[src/hw/rtl/ipid_pkg.sv]
`timescale 1ns / 1ps
// Shared widths, register map, reset values and sequencer states for the
// incremental PID controller. No dependencies.
package ipid_pkg;

    localparam int SAMPLE_W = 16;              // setpoint / measurement
    localparam int ERR_W    = SAMPLE_W + 1;    // error, one guard bit
    localparam int WORD_W   = 32;              // Q16.16 registers and output
    localparam int FRAC_W   = 16;
    localparam int DVD_W    = 49;              // dividend: kd << 17 is the widest
    localparam int DVS_W    = 33;              // divisor: 2 * ti
    localparam int Q_W      = 51;              // signed coefficient width
    localparam int ACC_W    = 72;              // exact sum of three products
    localparam int ADDR_W   = 4;

    localparam logic [1:0] REG_GAIN_PROP     = 2'd0;
    localparam logic [1:0] REG_GAIN_DERIV    = 2'd1;
    localparam logic [1:0] REG_INTEGRAL_TIME = 2'd2;
    localparam logic [1:0] REG_SAMPLE_PERIOD = 2'd3;

    localparam logic [WORD_W-1:0] RST_GAIN_PROP     = 32'h0001_0000;
    localparam logic [WORD_W-1:0] RST_GAIN_DERIV    = 32'h0000_0000;
    localparam logic [WORD_W-1:0] RST_INTEGRAL_TIME = 32'h0001_0000;
    localparam logic [WORD_W-1:0] RST_SAMPLE_PERIOD = 32'h0001_0000;

    localparam logic [WORD_W-1:0] SAT_MAX = 32'h7FFF_FFFF;
    localparam logic [WORD_W-1:0] SAT_MIN = 32'h8000_0000;

    typedef enum logic [3:0] {
        ST_DT_GO,     // start Ta / (2 Ti)
        ST_DT_WAIT,
        ST_DD_GO,     // start 2 Kd / Ta
        ST_DD_WAIT,
        ST_Q0,
        ST_Q1,
        ST_IDLE,
        ST_MAC,
        ST_SAT
    } state_t;

endpackage

[src/hw/rtl/ipid_div.sv]
`timescale 1ns / 1ps
// Bit-serial restoring divider, one quotient bit per cycle, unsigned.
// Depends on ipid_pkg for default widths; the top level hands the widths down.
module ipid_div #(
    parameter int DVD_W = ipid_pkg::DVD_W,
    parameter int DVS_W = ipid_pkg::DVS_W
) (
    input  logic             aclk,
    input  logic             aresetn,
    input  logic             start,
    input  logic [DVD_W-1:0] dividend,
    input  logic [DVS_W-1:0] divisor,
    output logic             busy,
    output logic [DVD_W-1:0] quotient
);

    localparam int CNT_W = $clog2(DVD_W + 1);

    logic [CNT_W-1:0] cnt_reg,  cnt_next;
    logic [DVS_W-1:0] rem_reg,  rem_next;
    logic [DVD_W-1:0] quo_reg,  quo_next;
    logic [DVS_W-1:0] dvs_reg,  dvs_next;
    logic [DVS_W:0]   trial;
    logic             fits;

    // dividend bits shift out of the top of quo_reg while quotient bits enter at the bottom
    assign trial = {rem_reg, quo_reg[DVD_W-1]};
    assign fits  = trial >= {1'b0, dvs_reg};

    always_comb begin
        cnt_next = cnt_reg;
        rem_next = rem_reg;
        quo_next = quo_reg;
        dvs_next = dvs_reg;
        if (start) begin
            cnt_next = CNT_W'(DVD_W);
            rem_next = '0;
            quo_next = dividend;
            dvs_next = divisor;
        end else if (cnt_reg != '0) begin
            cnt_next = cnt_reg - 1'b1;
            rem_next = fits ? DVS_W'(trial - {1'b0, dvs_reg}) : trial[DVS_W-1:0];
            quo_next = {quo_reg[DVD_W-2:0], fits};
        end
    end

    always_ff @(posedge aclk) begin
        if (!aresetn) begin
            cnt_reg <= '0;
        end else begin
            cnt_reg <= cnt_next;
        end
        rem_reg <= rem_next;
        quo_reg <= quo_next;
        dvs_reg <= dvs_next;
    end

    assign busy     = cnt_reg != '0;
    assign quotient = quo_reg;

endmodule

[src/hw/rtl/incremental_pid_controller_top.sv]
`timescale 1ns / 1ps
// Incremental (velocity form) PID controller, Q16.16, top level.
// Depends on ipid_pkg and ipid_div.
//
// Usage:
//  - s_ channel: one beat per sample, s_tdata = {measurement, setpoint}.
//  - m_ channel: one beat per sample, m_tdata = control_out (Q16.16, saturated).
//  - APB port: gain_prop 0x0, gain_deriv 0x4, integral_time 0x8, sample_period 0xC.
//  - The coefficients q0, q1, q2 are derived once after reset and after each
//    register write: two serial divisions (start, 49 steps, hand-off), then the
//    states ST_Q0 and ST_Q1; s_tready is low throughout.
//  - Per sample the error is multiplied into the sum one error bit per cycle,
//    three products on one 72-bit adder, then ST_SAT saturates the sum.
//    m_tvalid rises and s_tready returns in the same cycle, so a new sample is
//    taken only once the result of the last one has been loaded.
//  - A result waits in the output register while the sink stalls; the next
//    sample is still taken and computed, and holds in its final cycle until
//    the output register frees up.
//  - Reset (aresetn low, synchronous) restores register defaults, clears the
//    error and output history and starts the coefficient derivation.
module incremental_pid_controller_top (
    input  logic                       aclk,
    input  logic                       aresetn,
    // s_tdata: [15:0] setpoint, [31:16] measurement
    input  logic                       s_tvalid,
    output logic                       s_tready,
    input  logic [31:0]                s_tdata,
    // m_tdata: [31:0] control_out
    output logic                       m_tvalid,
    input  logic                       m_tready,
    output logic [31:0]                m_tdata,
    input  logic                       psel,
    input  logic                       penable,
    input  logic                       pwrite,
    input  logic [ipid_pkg::ADDR_W-1:0] paddr,
    input  logic [31:0]                pwdata,
    output logic [31:0]                prdata,
    output logic                       pready
);

    localparam int SW  = ipid_pkg::SAMPLE_W;
    localparam int EW  = ipid_pkg::ERR_W;
    localparam int WW  = ipid_pkg::WORD_W;
    localparam int QW  = ipid_pkg::Q_W;
    localparam int AW  = ipid_pkg::ACC_W;
    localparam int DDW = ipid_pkg::DVD_W;
    localparam int DSW = ipid_pkg::DVS_W;
    localparam int FW  = ipid_pkg::FRAC_W;

    // ---------------- configuration registers ----------------
    logic [WW-1:0] gain_prop_reg, gain_deriv_reg, integral_time_reg, sample_period_reg;
    logic          cfg_wr;

    assign pready = 1'b1;
    assign cfg_wr = psel & penable & pwrite & pready;

    always_ff @(posedge aclk) begin
        if (!aresetn) begin
            gain_prop_reg     <= ipid_pkg::RST_GAIN_PROP;
            gain_deriv_reg    <= ipid_pkg::RST_GAIN_DERIV;
            integral_time_reg <= ipid_pkg::RST_INTEGRAL_TIME;
            sample_period_reg <= ipid_pkg::RST_SAMPLE_PERIOD;
        end else if (cfg_wr) begin
            unique case (paddr[3:2])
                ipid_pkg::REG_GAIN_PROP:     gain_prop_reg     <= pwdata;
                ipid_pkg::REG_GAIN_DERIV:    gain_deriv_reg    <= pwdata;
                ipid_pkg::REG_INTEGRAL_TIME: integral_time_reg <= pwdata;
                ipid_pkg::REG_SAMPLE_PERIOD: sample_period_reg <= pwdata;
                default: ;
            endcase
        end
    end

    always_comb begin
        unique case (paddr[3:2])
            ipid_pkg::REG_GAIN_PROP:     prdata = gain_prop_reg;
            ipid_pkg::REG_GAIN_DERIV:    prdata = gain_deriv_reg;
            ipid_pkg::REG_INTEGRAL_TIME: prdata = integral_time_reg;
            ipid_pkg::REG_SAMPLE_PERIOD: prdata = sample_period_reg;
            default:                     prdata = '0;
        endcase
    end

    // ---------------- shared divider ----------------
    logic           div_start, div_busy;
    logic [DDW-1:0] div_dividend, div_quotient;
    logic [DSW-1:0] div_divisor;
    logic [WW-1:0]  ti_safe, ta_safe;

    // a zero time register counts as one LSB
    assign ti_safe = (integral_time_reg == '0) ? WW'(1) : integral_time_reg;
    assign ta_safe = (sample_period_reg == '0) ? WW'(1) : sample_period_reg;

    ipid_pkg::state_t state_reg, state_next;

    always_comb begin
        if (state_reg == ipid_pkg::ST_DT_GO) begin
            div_dividend = DDW'({sample_period_reg, {FW{1'b0}}});
            div_divisor  = {ti_safe, 1'b0};
        end else begin
            div_dividend = DDW'({gain_deriv_reg, {(FW + 1){1'b0}}});
            div_divisor  = DSW'(ta_safe);
        end
    end

    assign div_start = (state_reg == ipid_pkg::ST_DT_GO) || (state_reg == ipid_pkg::ST_DD_GO);

    ipid_div #(
        .DVD_W (DDW),
        .DVS_W (DSW)
    ) u_div (
        .aclk     (aclk),
        .aresetn  (aresetn),
        .start    (div_start),
        .dividend (div_dividend),
        .divisor  (div_divisor),
        .busy     (div_busy),
        .quotient (div_quotient)
    );

    // ---------------- datapath registers ----------------
    logic [DDW-1:0]       th_reg, th_next;        // Ta / (2 Ti)
    logic [DDW-1:0]       d2_reg, d2_next;        // 2 Kd / Ta; Kd / Ta is d2 >> 1
    logic signed [QW-1:0] q0_reg, q0_next;
    logic signed [QW-1:0] q1_reg, q1_next;
    logic [AW-1:0]        acc_reg, acc_next;
    logic [AW-1:0]        qsh_reg, qsh_next;
    logic [EW-1:0]        esh_reg, esh_next;
    logic [EW-1:0]        e0_reg, e0_next;
    logic [EW-1:0]        err_last_reg, err_last_next;
    logic [EW-1:0]        err_before_reg, err_before_next;
    logic [WW-1:0]        out_last_reg, out_last_next;
    logic [4:0]           bit_reg, bit_next;
    logic [1:0]           term_reg, term_next;
    logic                 m_tvalid_reg, m_tvalid_next;
    logic [WW-1:0]        m_tdata_reg, m_tdata_next;

    logic                 s_accept, out_free, load_out;
    logic [EW-1:0]        e_in;
    logic [QW-1:0]        d1_ext, kp_ext, th_ext, d2_ext;
    logic                 last_bit, sub_bit;
    logic [AW-1:0]        addend;
    logic                 acc_fits;
    logic [WW-1:0]        sat_val;

    assign s_tready = (state_reg == ipid_pkg::ST_IDLE);
    assign s_accept = s_tvalid & s_tready;
    assign out_free = !m_tvalid_reg || m_tready;
    assign load_out = (state_reg == ipid_pkg::ST_SAT) && out_free;

    assign e_in = EW'($signed({s_tdata[2*SW-1], s_tdata[2*SW-1:SW]}) -
                      $signed({s_tdata[SW-1], s_tdata[SW-1:0]}));

    assign d1_ext = QW'(d2_reg >> 1);
    assign kp_ext = QW'(gain_prop_reg);
    assign th_ext = QW'(th_reg);
    assign d2_ext = QW'(d2_reg);

    // the error's top bit carries negative weight
    assign last_bit = (bit_reg == 5'(EW - 1));
    assign sub_bit  = last_bit & esh_reg[0];
    assign addend   = esh_reg[0] ? qsh_reg : '0;

    assign acc_fits = (&acc_reg[AW-1:WW-1]) || !(|acc_reg[AW-1:WW-1]);
    assign sat_val  = acc_fits ? acc_reg[WW-1:0]
                    : (acc_reg[AW-1] ? ipid_pkg::SAT_MIN : ipid_pkg::SAT_MAX);

    always_comb begin
        state_next      = state_reg;
        th_next         = th_reg;
        d2_next         = d2_reg;
        q0_next         = q0_reg;
        q1_next         = q1_reg;
        acc_next        = acc_reg;
        qsh_next        = qsh_reg;
        esh_next        = esh_reg;
        e0_next         = e0_reg;
        err_last_next   = err_last_reg;
        err_before_next = err_before_reg;
        out_last_next   = out_last_reg;
        bit_next        = bit_reg;
        term_next       = term_reg;
        m_tdata_next    = m_tdata_reg;
        m_tvalid_next   = m_tvalid_reg & !m_tready;

        unique case (state_reg)
            ipid_pkg::ST_DT_GO: state_next = ipid_pkg::ST_DT_WAIT;
            ipid_pkg::ST_DT_WAIT: begin
                if (!div_busy) begin
                    th_next    = div_quotient;
                    state_next = ipid_pkg::ST_DD_GO;
                end
            end
            ipid_pkg::ST_DD_GO: state_next = ipid_pkg::ST_DD_WAIT;
            ipid_pkg::ST_DD_WAIT: begin
                if (!div_busy) begin
                    d2_next    = div_quotient;
                    state_next = ipid_pkg::ST_Q0;
                end
            end
            ipid_pkg::ST_Q0: begin
                q0_next    = $signed(kp_ext + th_ext + d1_ext);
                state_next = ipid_pkg::ST_Q1;
            end
            ipid_pkg::ST_Q1: begin
                q1_next    = $signed(th_ext - kp_ext - d2_ext);
                state_next = ipid_pkg::ST_IDLE;
            end
            ipid_pkg::ST_IDLE: begin
                if (s_accept) begin
                    e0_next    = e_in;
                    esh_next   = e_in;
                    qsh_next   = AW'(q0_reg);
                    acc_next   = AW'($signed(out_last_reg));
                    bit_next   = '0;
                    term_next  = 2'd0;
                    state_next = ipid_pkg::ST_MAC;
                end
            end
            ipid_pkg::ST_MAC: begin
                acc_next = acc_reg + (addend ^ {AW{sub_bit}}) + AW'(sub_bit);
                qsh_next = {qsh_reg[AW-2:0], 1'b0};
                esh_next = esh_reg >> 1;
                bit_next = bit_reg + 1'b1;
                if (last_bit) begin
                    bit_next  = '0;
                    term_next = term_reg + 1'b1;
                    case (term_reg)
                        2'd0: begin
                            qsh_next = AW'(q1_reg);
                            esh_next = err_last_reg;
                        end
                        2'd1: begin
                            qsh_next = AW'(d1_ext);
                            esh_next = err_before_reg;
                        end
                        default: state_next = ipid_pkg::ST_SAT;
                    endcase
                end
            end
            ipid_pkg::ST_SAT: begin
                if (out_free) begin
                    m_tdata_next    = sat_val;
                    m_tvalid_next   = 1'b1;
                    out_last_next   = sat_val;
                    err_before_next = err_last_reg;
                    err_last_next   = e0_reg;
                    state_next      = ipid_pkg::ST_IDLE;
                end
            end
            default: state_next = ipid_pkg::ST_DT_GO;
        endcase

        // new register contents: derive the coefficients again
        if (cfg_wr) begin
            state_next = ipid_pkg::ST_DT_GO;
        end
    end

    always_ff @(posedge aclk) begin
        if (!aresetn) begin
            state_reg      <= ipid_pkg::ST_DT_GO;
            m_tvalid_reg   <= 1'b0;
            err_last_reg   <= '0;
            err_before_reg <= '0;
            out_last_reg   <= '0;
        end else begin
            state_reg      <= state_next;
            m_tvalid_reg   <= m_tvalid_next;
            err_last_reg   <= err_last_next;
            err_before_reg <= err_before_next;
            out_last_reg   <= out_last_next;
        end
        th_reg      <= th_next;
        d2_reg      <= d2_next;
        q0_reg      <= q0_next;
        q1_reg      <= q1_next;
        acc_reg     <= acc_next;
        qsh_reg     <= qsh_next;
        esh_reg     <= esh_next;
        e0_reg      <= e0_next;
        bit_reg     <= bit_next;
        term_reg    <= term_next;
        m_tdata_reg <= m_tdata_next;
    end

    assign m_tvalid = m_tvalid_reg;
    assign m_tdata  = m_tdata_reg;

`ifndef ASSERT_OFF
    // a result never overwrites a beat the sink has not taken
    a_no_overwrite: assert property (@(posedge aclk) disable iff (!aresetn)
        load_out |-> !(m_tvalid_reg && !m_tready))
        else $error("output register overwritten while stalled");

    a_load_shows: assert property (@(posedge aclk) disable iff (!aresetn)
        load_out |=> m_tvalid && (m_tdata == $past(sat_val)))
        else $error("saturated result not presented");

    a_accept_starts: assert property (@(posedge aclk) disable iff (!aresetn)
        (s_accept && !cfg_wr) |=> (state_reg == ipid_pkg::ST_MAC) && !s_tready)
        else $error("accepted sample did not start the multiply pass");

    a_cfg_blocks: assert property (@(posedge aclk) disable iff (!aresetn)
        cfg_wr |=> !s_tready && (state_reg == ipid_pkg::ST_DT_GO))
        else $error("register write did not restart coefficient derivation");
`endif

endmodule
[config.mk]
export PLATFORM = sky130hd
export DESIGN_NAME = incremental_pid_controller_top
export DESIGN_NICKNAME = d
export VERILOG_FILES = /design/src/hw/rtl/ipid_pkg.sv /design/src/hw/rtl/ipid_div.sv /design/src/hw/rtl/incremental_pid_controller_top.sv
export SDC_FILE = /design/constraint.sdc
export NUM_CORES = 2
export LEC_CHECK = 0
export ABC_AREA = 1
export BUFFER_PORTS_ARGS = -buffer_cell sky130_fd_sc_hd__buf_2
export CORE_ASPECT_RATIO = 0.7
export CORE_MARGIN = 4
export CORE_UTILIZATION = 25
export CTS_BUF_LIST = sky130_fd_sc_hd__clkbuf_16
export CTS_CLUSTER_DIAMETER = 80
export CTS_CLUSTER_SIZE = 12
export DETAILED_ROUTE_END_ITERATION = 16
export PLACE_DENSITY_LB_ADDON = 0.05
export SLEW_MARGIN = 20
export SYNTH_ARGS = -nofsm -noshare
export SYNTH_HDL_FRONTEND = slang
export SYNTH_SLANG_ARGS = --single-unit
[constraint.sdc]
create_clock -name aclk -period 9.6 [get_ports aclk]
set_input_delay 1.92 -clock aclk [delete_from_list [all_inputs] [get_ports aclk]]
set_output_delay 1.92 -clock aclk [all_outputs]
set_load 0.02 [all_outputs]
# Yosys cells after proc, flatten, opt, wreduce, memory -nomap -nowiden
# Cells that the tools add are included.
totals:
  word_cells: 136
  reg_bits: 737
  output_inout_bits: 67
  inputBits: 75
op_classes:
  n_mux: 38
  n_reduce_logical: 31
  magnitude_cmp: 1
  n_eq_ne: 19
  n_addsub: 11
  n_bitwise: 9
ops:
  columns: ["op", "count"]
  rows:
  - ["$pmux 72 s2", 3]
  - ["$mux 72", 4]
  - ["$mux 49", 3]
  - ["$mux 32", 4]
  - ["$pmux 32 s4", 1]
  - ["$add 72x1->72", 1]
  - ["$add 72x72->72", 1]
  - ["$xor 72x72->72", 1]
  - ["$pmux 17 s2", 2]
  - ["$logic_not 32->1", 2]
  - ["$add 50x48->51", 1]
  - ["$sub 50x50->51", 1]
  - ["$add 32x49->50", 1]
  - ["$sub 49x32->50", 1]
  - ["$reduce_and 41->1", 1]
  - ["$reduce_or 41->1", 1]
  - ["$pmux 4 s9", 1]
  - ["$ge 34x33->1", 1]
  - ["$mux 17", 2]
  - ["$mux 33", 1]
  - ["$sub 33x33->33", 1]
  - ["$mux 31", 1]
  - ["$mux 4", 6]
  - ["$reduce_and 2->1", 9]
  - ["other kinds (30)", 59]

# Depth between registers and ports, before layout
depth:
  depth_word: 6
  ltp_mapped: 29
  mapped_depth_nobuf: 29

# Cells and area by module
# From an unflattened synthesis, not the netlist that was laid out.
unflattened:
  hier_cells: 6692
  hier_area_um2: 49598.8
modules_own_cells:
  columns: ["module", "n_inst", "seq_area_each_um2", "cells_each", "area_per_inst_um2"]
  rows:
  - ["incremental_pid_controller_top", 1, 16475.8, 5537, 41665.0]
  - ["ipid_div", 1, 3243.1, 1155, 7933.9]

# Worst setup path before layout
# No wires, ideal clock.
synth_path:
  kind: "reg-to-reg"
  startpoint: "register u_div.cnt_reg[0]"
  endpoint: "register th_reg[0], enable pin"
  t_arrival_ns: 5.922
  setup_time_ns: 0.577
  path_stages_with_launch: 8
  path_slack_ns: 3.100
  path_buffers: 1
  path_cell_list: "dfxtp_1 inv_1 ha_1 nand2_1 nor3_1 inv_2 clkbuf_1 nor4_1"
synth_between:
  elab_chain_cells: 3
synth_rtl:
  columns: ["element", "line_no", "rtl"]
  rows:
  - ["from (decl)", "ipid_div.sv:19", "logic [CNT_W-1:0] cnt_reg, cnt_next;"]
  - ["from (signal assigned)", "ipid_div.sv:51", "cnt_reg <= cnt_next;"]
  - ["$reduce_bool 6->1", "ipid_div.sv:58", "assign busy = cnt_reg != '0;"]
  - ["$not 1->1 (no source line)", null, null]
  - ["$reduce_and 2->1 (no source line)", null, null]
  - ["to (signal assigned)", "incremental_pid_controller_top.sv:274", "th_reg <= th_next;"]
  - ["to (decl)", "incremental_pid_controller_top.sv:122", "logic [DDW-1:0] th_reg, th_next;"]
# No other way between the ends.
# A chain may end at the register's enable or synchronous reset.

# Worst setup path in the final report
layout_path:
  startpoint: "input port paddr[3] in the netlist's numbering"
  endpoint: "output port prdata[18]"
layout_between:
  elab_chain_cells: 2
  word_cells_on_any_way: 5
layout_rtl:
  columns: ["element", "line_no", "rtl"]
  rows:
  - ["from (decl)", "incremental_pid_controller_top.sv:35", "input logic [ipid_pkg::ADDR_W-1:0] paddr,"]
  - ["$eq 2x2->1, or another cell as far along", "incremental_pid_controller_top.sv:75", "unique case (paddr[3:2])"]
  - ["$pmux 32 s4 *", "incremental_pid_controller_top.sv:75", null]
  - ["to (decl)", "incremental_pid_controller_top.sv:37", "output logic [31:0] prdata,"]
# Mark *: on every way between the ends. The rest lies on a longest branch, timed or not.

==> out/results.ini <==
[timing]
worst_slack_ns = 3.42
maxClockFrequency_mhz = 162
rsz0062_at_grt = false
min_period_over_period_pct = 64.4
clock_skew_ns = 0.0614
final.min_clock_period_ns = 6.18
finalSetupViolCount = 0
drv_slew = 0
timing.slew.headroom_pct = 18.0
finalHoldViolCount = 0
tightestPinTransition_ns = 1.23
fin_tns_setup_ns = 0

[floorplan]
die_w_um = 534
num_rows = 134
die_area_um2 = 201000
start_util_pct = 25.3
core_um2 = 192000
die_y_um = 377
io_pins = 142

[synth]
netlist_area_um2 = 48500
syn_inst = 6415
yosys_warnings = 0
synth_edf_count = 498
avgSynthCellArea_um2 = 7.56
synth.distinct_cells = 56
ys.flop_type = edfxtp_1
synth_top_area_cell = edfxtp_1
synth-seq-cells = 736
yosysTopAreaCellShare_pct = 30.8
syn_nets = 6797
synthTopCellsByArea = edfxtp_1 (31%), nand2_1 (11%), dfxtp_1 (9.8%)
synthArstFlopShare_pct = 0
synth_seq_area_share_pct = 40.7

[pwr]
leakagePower_nw = 22.6
ir_worst_vdd_mv = 0.125
finalPower_mw = 11.2
power_density_nw_per_um2 = 204

[worst_hold_path]
whs_endpoint = err_before_reg[13]
hold_depth = 2
hp-class = flip-flop to flip-flop
min-delay-start = err_before_reg[13]

[detailed_routing]
drt-initial-drc-count = 4519
antenna_left = 0
avgRoutedWirePerCell_um = 25.3
vias = 44834
viasPerCell = 4.90
drtPass1Iterations = 6
remaining_drc_errors = 0
drt-total-wl_um = 231000

[setup_path]
critPathKind = input port to primary output
critPathSlowestCell = inv_1
required_ns = 7.68
critPathArrivalTime_ns = 4.26
r2r_start = th_reg[0]
regToRegSetupSlack_ns = 3.79
worstPathCellList = buf_2 -> inv_1 -> nor2_1 -> buf_4 -> inv_1 -> o21ai_0 -> a21oi_1 -> o21ai_0 -> buf_2
end_kind = primary output
path_max_fanout = 23
cpPeakStageDelay_ns = 0.74
reg2reg_to = q1_reg[31]
cp-start-kind = input port
r2r_cells = 24

[clocking]
cts_max_level = 3
clk_latency_ns = 0.73
cts_tree = built
clk_pin_slew_ns = 0.06
clockBufferDepth = 3
post_cts_resized = 0
clock-sinks = 736
hold_buffers = 0
cts_buffers = 79
post-cts-setup-buffers = 0
cts_root_buffer = clkbuf_16

[grt]
grt_max_degree = 136
grt_antenna_before_repair = 30
grt-ovfl-total = 0
grt_pass1_vias = 41135
track_usage_pct = 22.3
grt_pass1_wl_um = 321000

[place]
dpl.hpwl_um = 188000
io_buffers = 138
dp_worst_setup_slack_ns = 3.47
gp_congestion = 0.940

[layout]
drive_gt1_share_pct = 5.81
area_growth_pct = 12.7
layout.nets = 6876
layout_common_cells = nand2_1 (1,410), inv_1 (839), nor2_1 (786), o21ai_0 (621), a21oi_1 (513)
fillCellCount = 21121
final_common_cell = nand2_1

[flow_run]
cap_violations = 0

[run_status]
status = completed

[synthesized netlist by cell type (10+ instances only)]
| master | n |
|---|---|
| a21boi_0 | 14 |
| a21o_1 | 36 |
| a21oi_1 | 523 |
| a21oi_2 | 10 |
| a31oi_1 | 41 |
| buf_1 | 12 |
| buf_2 | 29 |
| clkbuf_1 | 140 |
| dfxtp_1 | 238 |
| edfxtp_1 | 498 |
| fa_1 | 38 |
| ha_1 | 269 |
| inv_1 | 803 |
| nand2_1 | 1413 |
| nand3_1 | 307 |
| nand3b_1 | 23 |
| nand4_1 | 91 |
| nor2_1 | 793 |
| nor3_1 | 52 |
| nor4_1 | 42 |
| o2111ai_1 | 14 |
| o211ai_1 | 11 |
| o21a_1 | 12 |
| o21ai_0 | 629 |
| o21ai_1 | 20 |
| o21bai_1 | 60 |
| or2_2 | 11 |
| xnor2_1 | 72 |
| xor2_1 | 120 |
[worst max-delay path by stage]
stage                          start          to  cells after the start
floorplan           u_div.cnt_reg[0]   th_reg[0]                      7
global placement            paddr[3]  prdata[23]                      6
detailed placement          paddr[3]  prdata[18]                      9
CTS                         paddr[3]  prdata[18]                      9
global route                paddr[3]  prdata[18]                      9
finish                      paddr[3]  prdata[18]                      9
[logic make-up (layout without fill, tap and decap cells)]
family                   Yosys count  count (layout)  share of synthesized area (%)
AO/OA/AOI/OAI                   1407            1407                           15.8
XOR/XNOR                         192             192                           3.47
adder cells (fa/ha/maj)          307             307                           8.51
buffers and inverters           1007            1150                           7.99
flip-flops                       736             736                           40.7
other                              1               8                        0.00773
AND/OR/NAND/NOR                 2765            2765                           23.6
[final cells by class]
class	instances	area, um^2	share of cell area [%]
antenna	7	17.5	0.0320
tap	2584	3230	5.91
timing repair buffer	191	1120	2.04
clock inverter	62	423	0.773
inverter	814	3060	5.60
sequential	736	19700	36.1
multi-input combinational	4672	25000	45.8
clock buffer	83	2080	3.80
[report_power, final]
group	switching (mW)	total [mW]	internal [mW]
logic	2.77	3.85	1.08
registers	0.339	4.20	3.86
clock network	1.50	3.11	1.61
total	4.61	11.2	6.56
[through the flow]
step	util (%)	hold slack (ns)	cell area [um^2]	instances
floorplan	-	0.430	48500	6415
global placement	27.2	0.445	52100	8996
detailed placement	27.2	0.453	52100	8997
CTS	28.5	0.463	54600	9142
global route	28.5	0.484	54700	9143
finish	28.5	0.463	54700	9149
[metal layers]
| layer | part of all wire [%] | wire length (um) | global-route usage [%] | vias to the layer above |
|---|---|---|---|---|
| li1 | - | - | - | 21598 |
| met1 | 55 | 127000 | 37.5 | 21653 |
| met2 | 33 | 77000 | 25.6 | 1458 |
| met3 | 11 | 24300 | 8.15 | 123 |
| met4 | 1.2 | 2730 | 3.03 | 2 |
| met5 | 0.0035 | 8 | 0 | - |
[critical path: cells and delay by family]
kind / cells / cell delay, ns
buf+inv: 5 / 1.43
simple gates: 1 / 0.03
compound gates: 3 / 0.83
(Power assumes the default switching activity.)
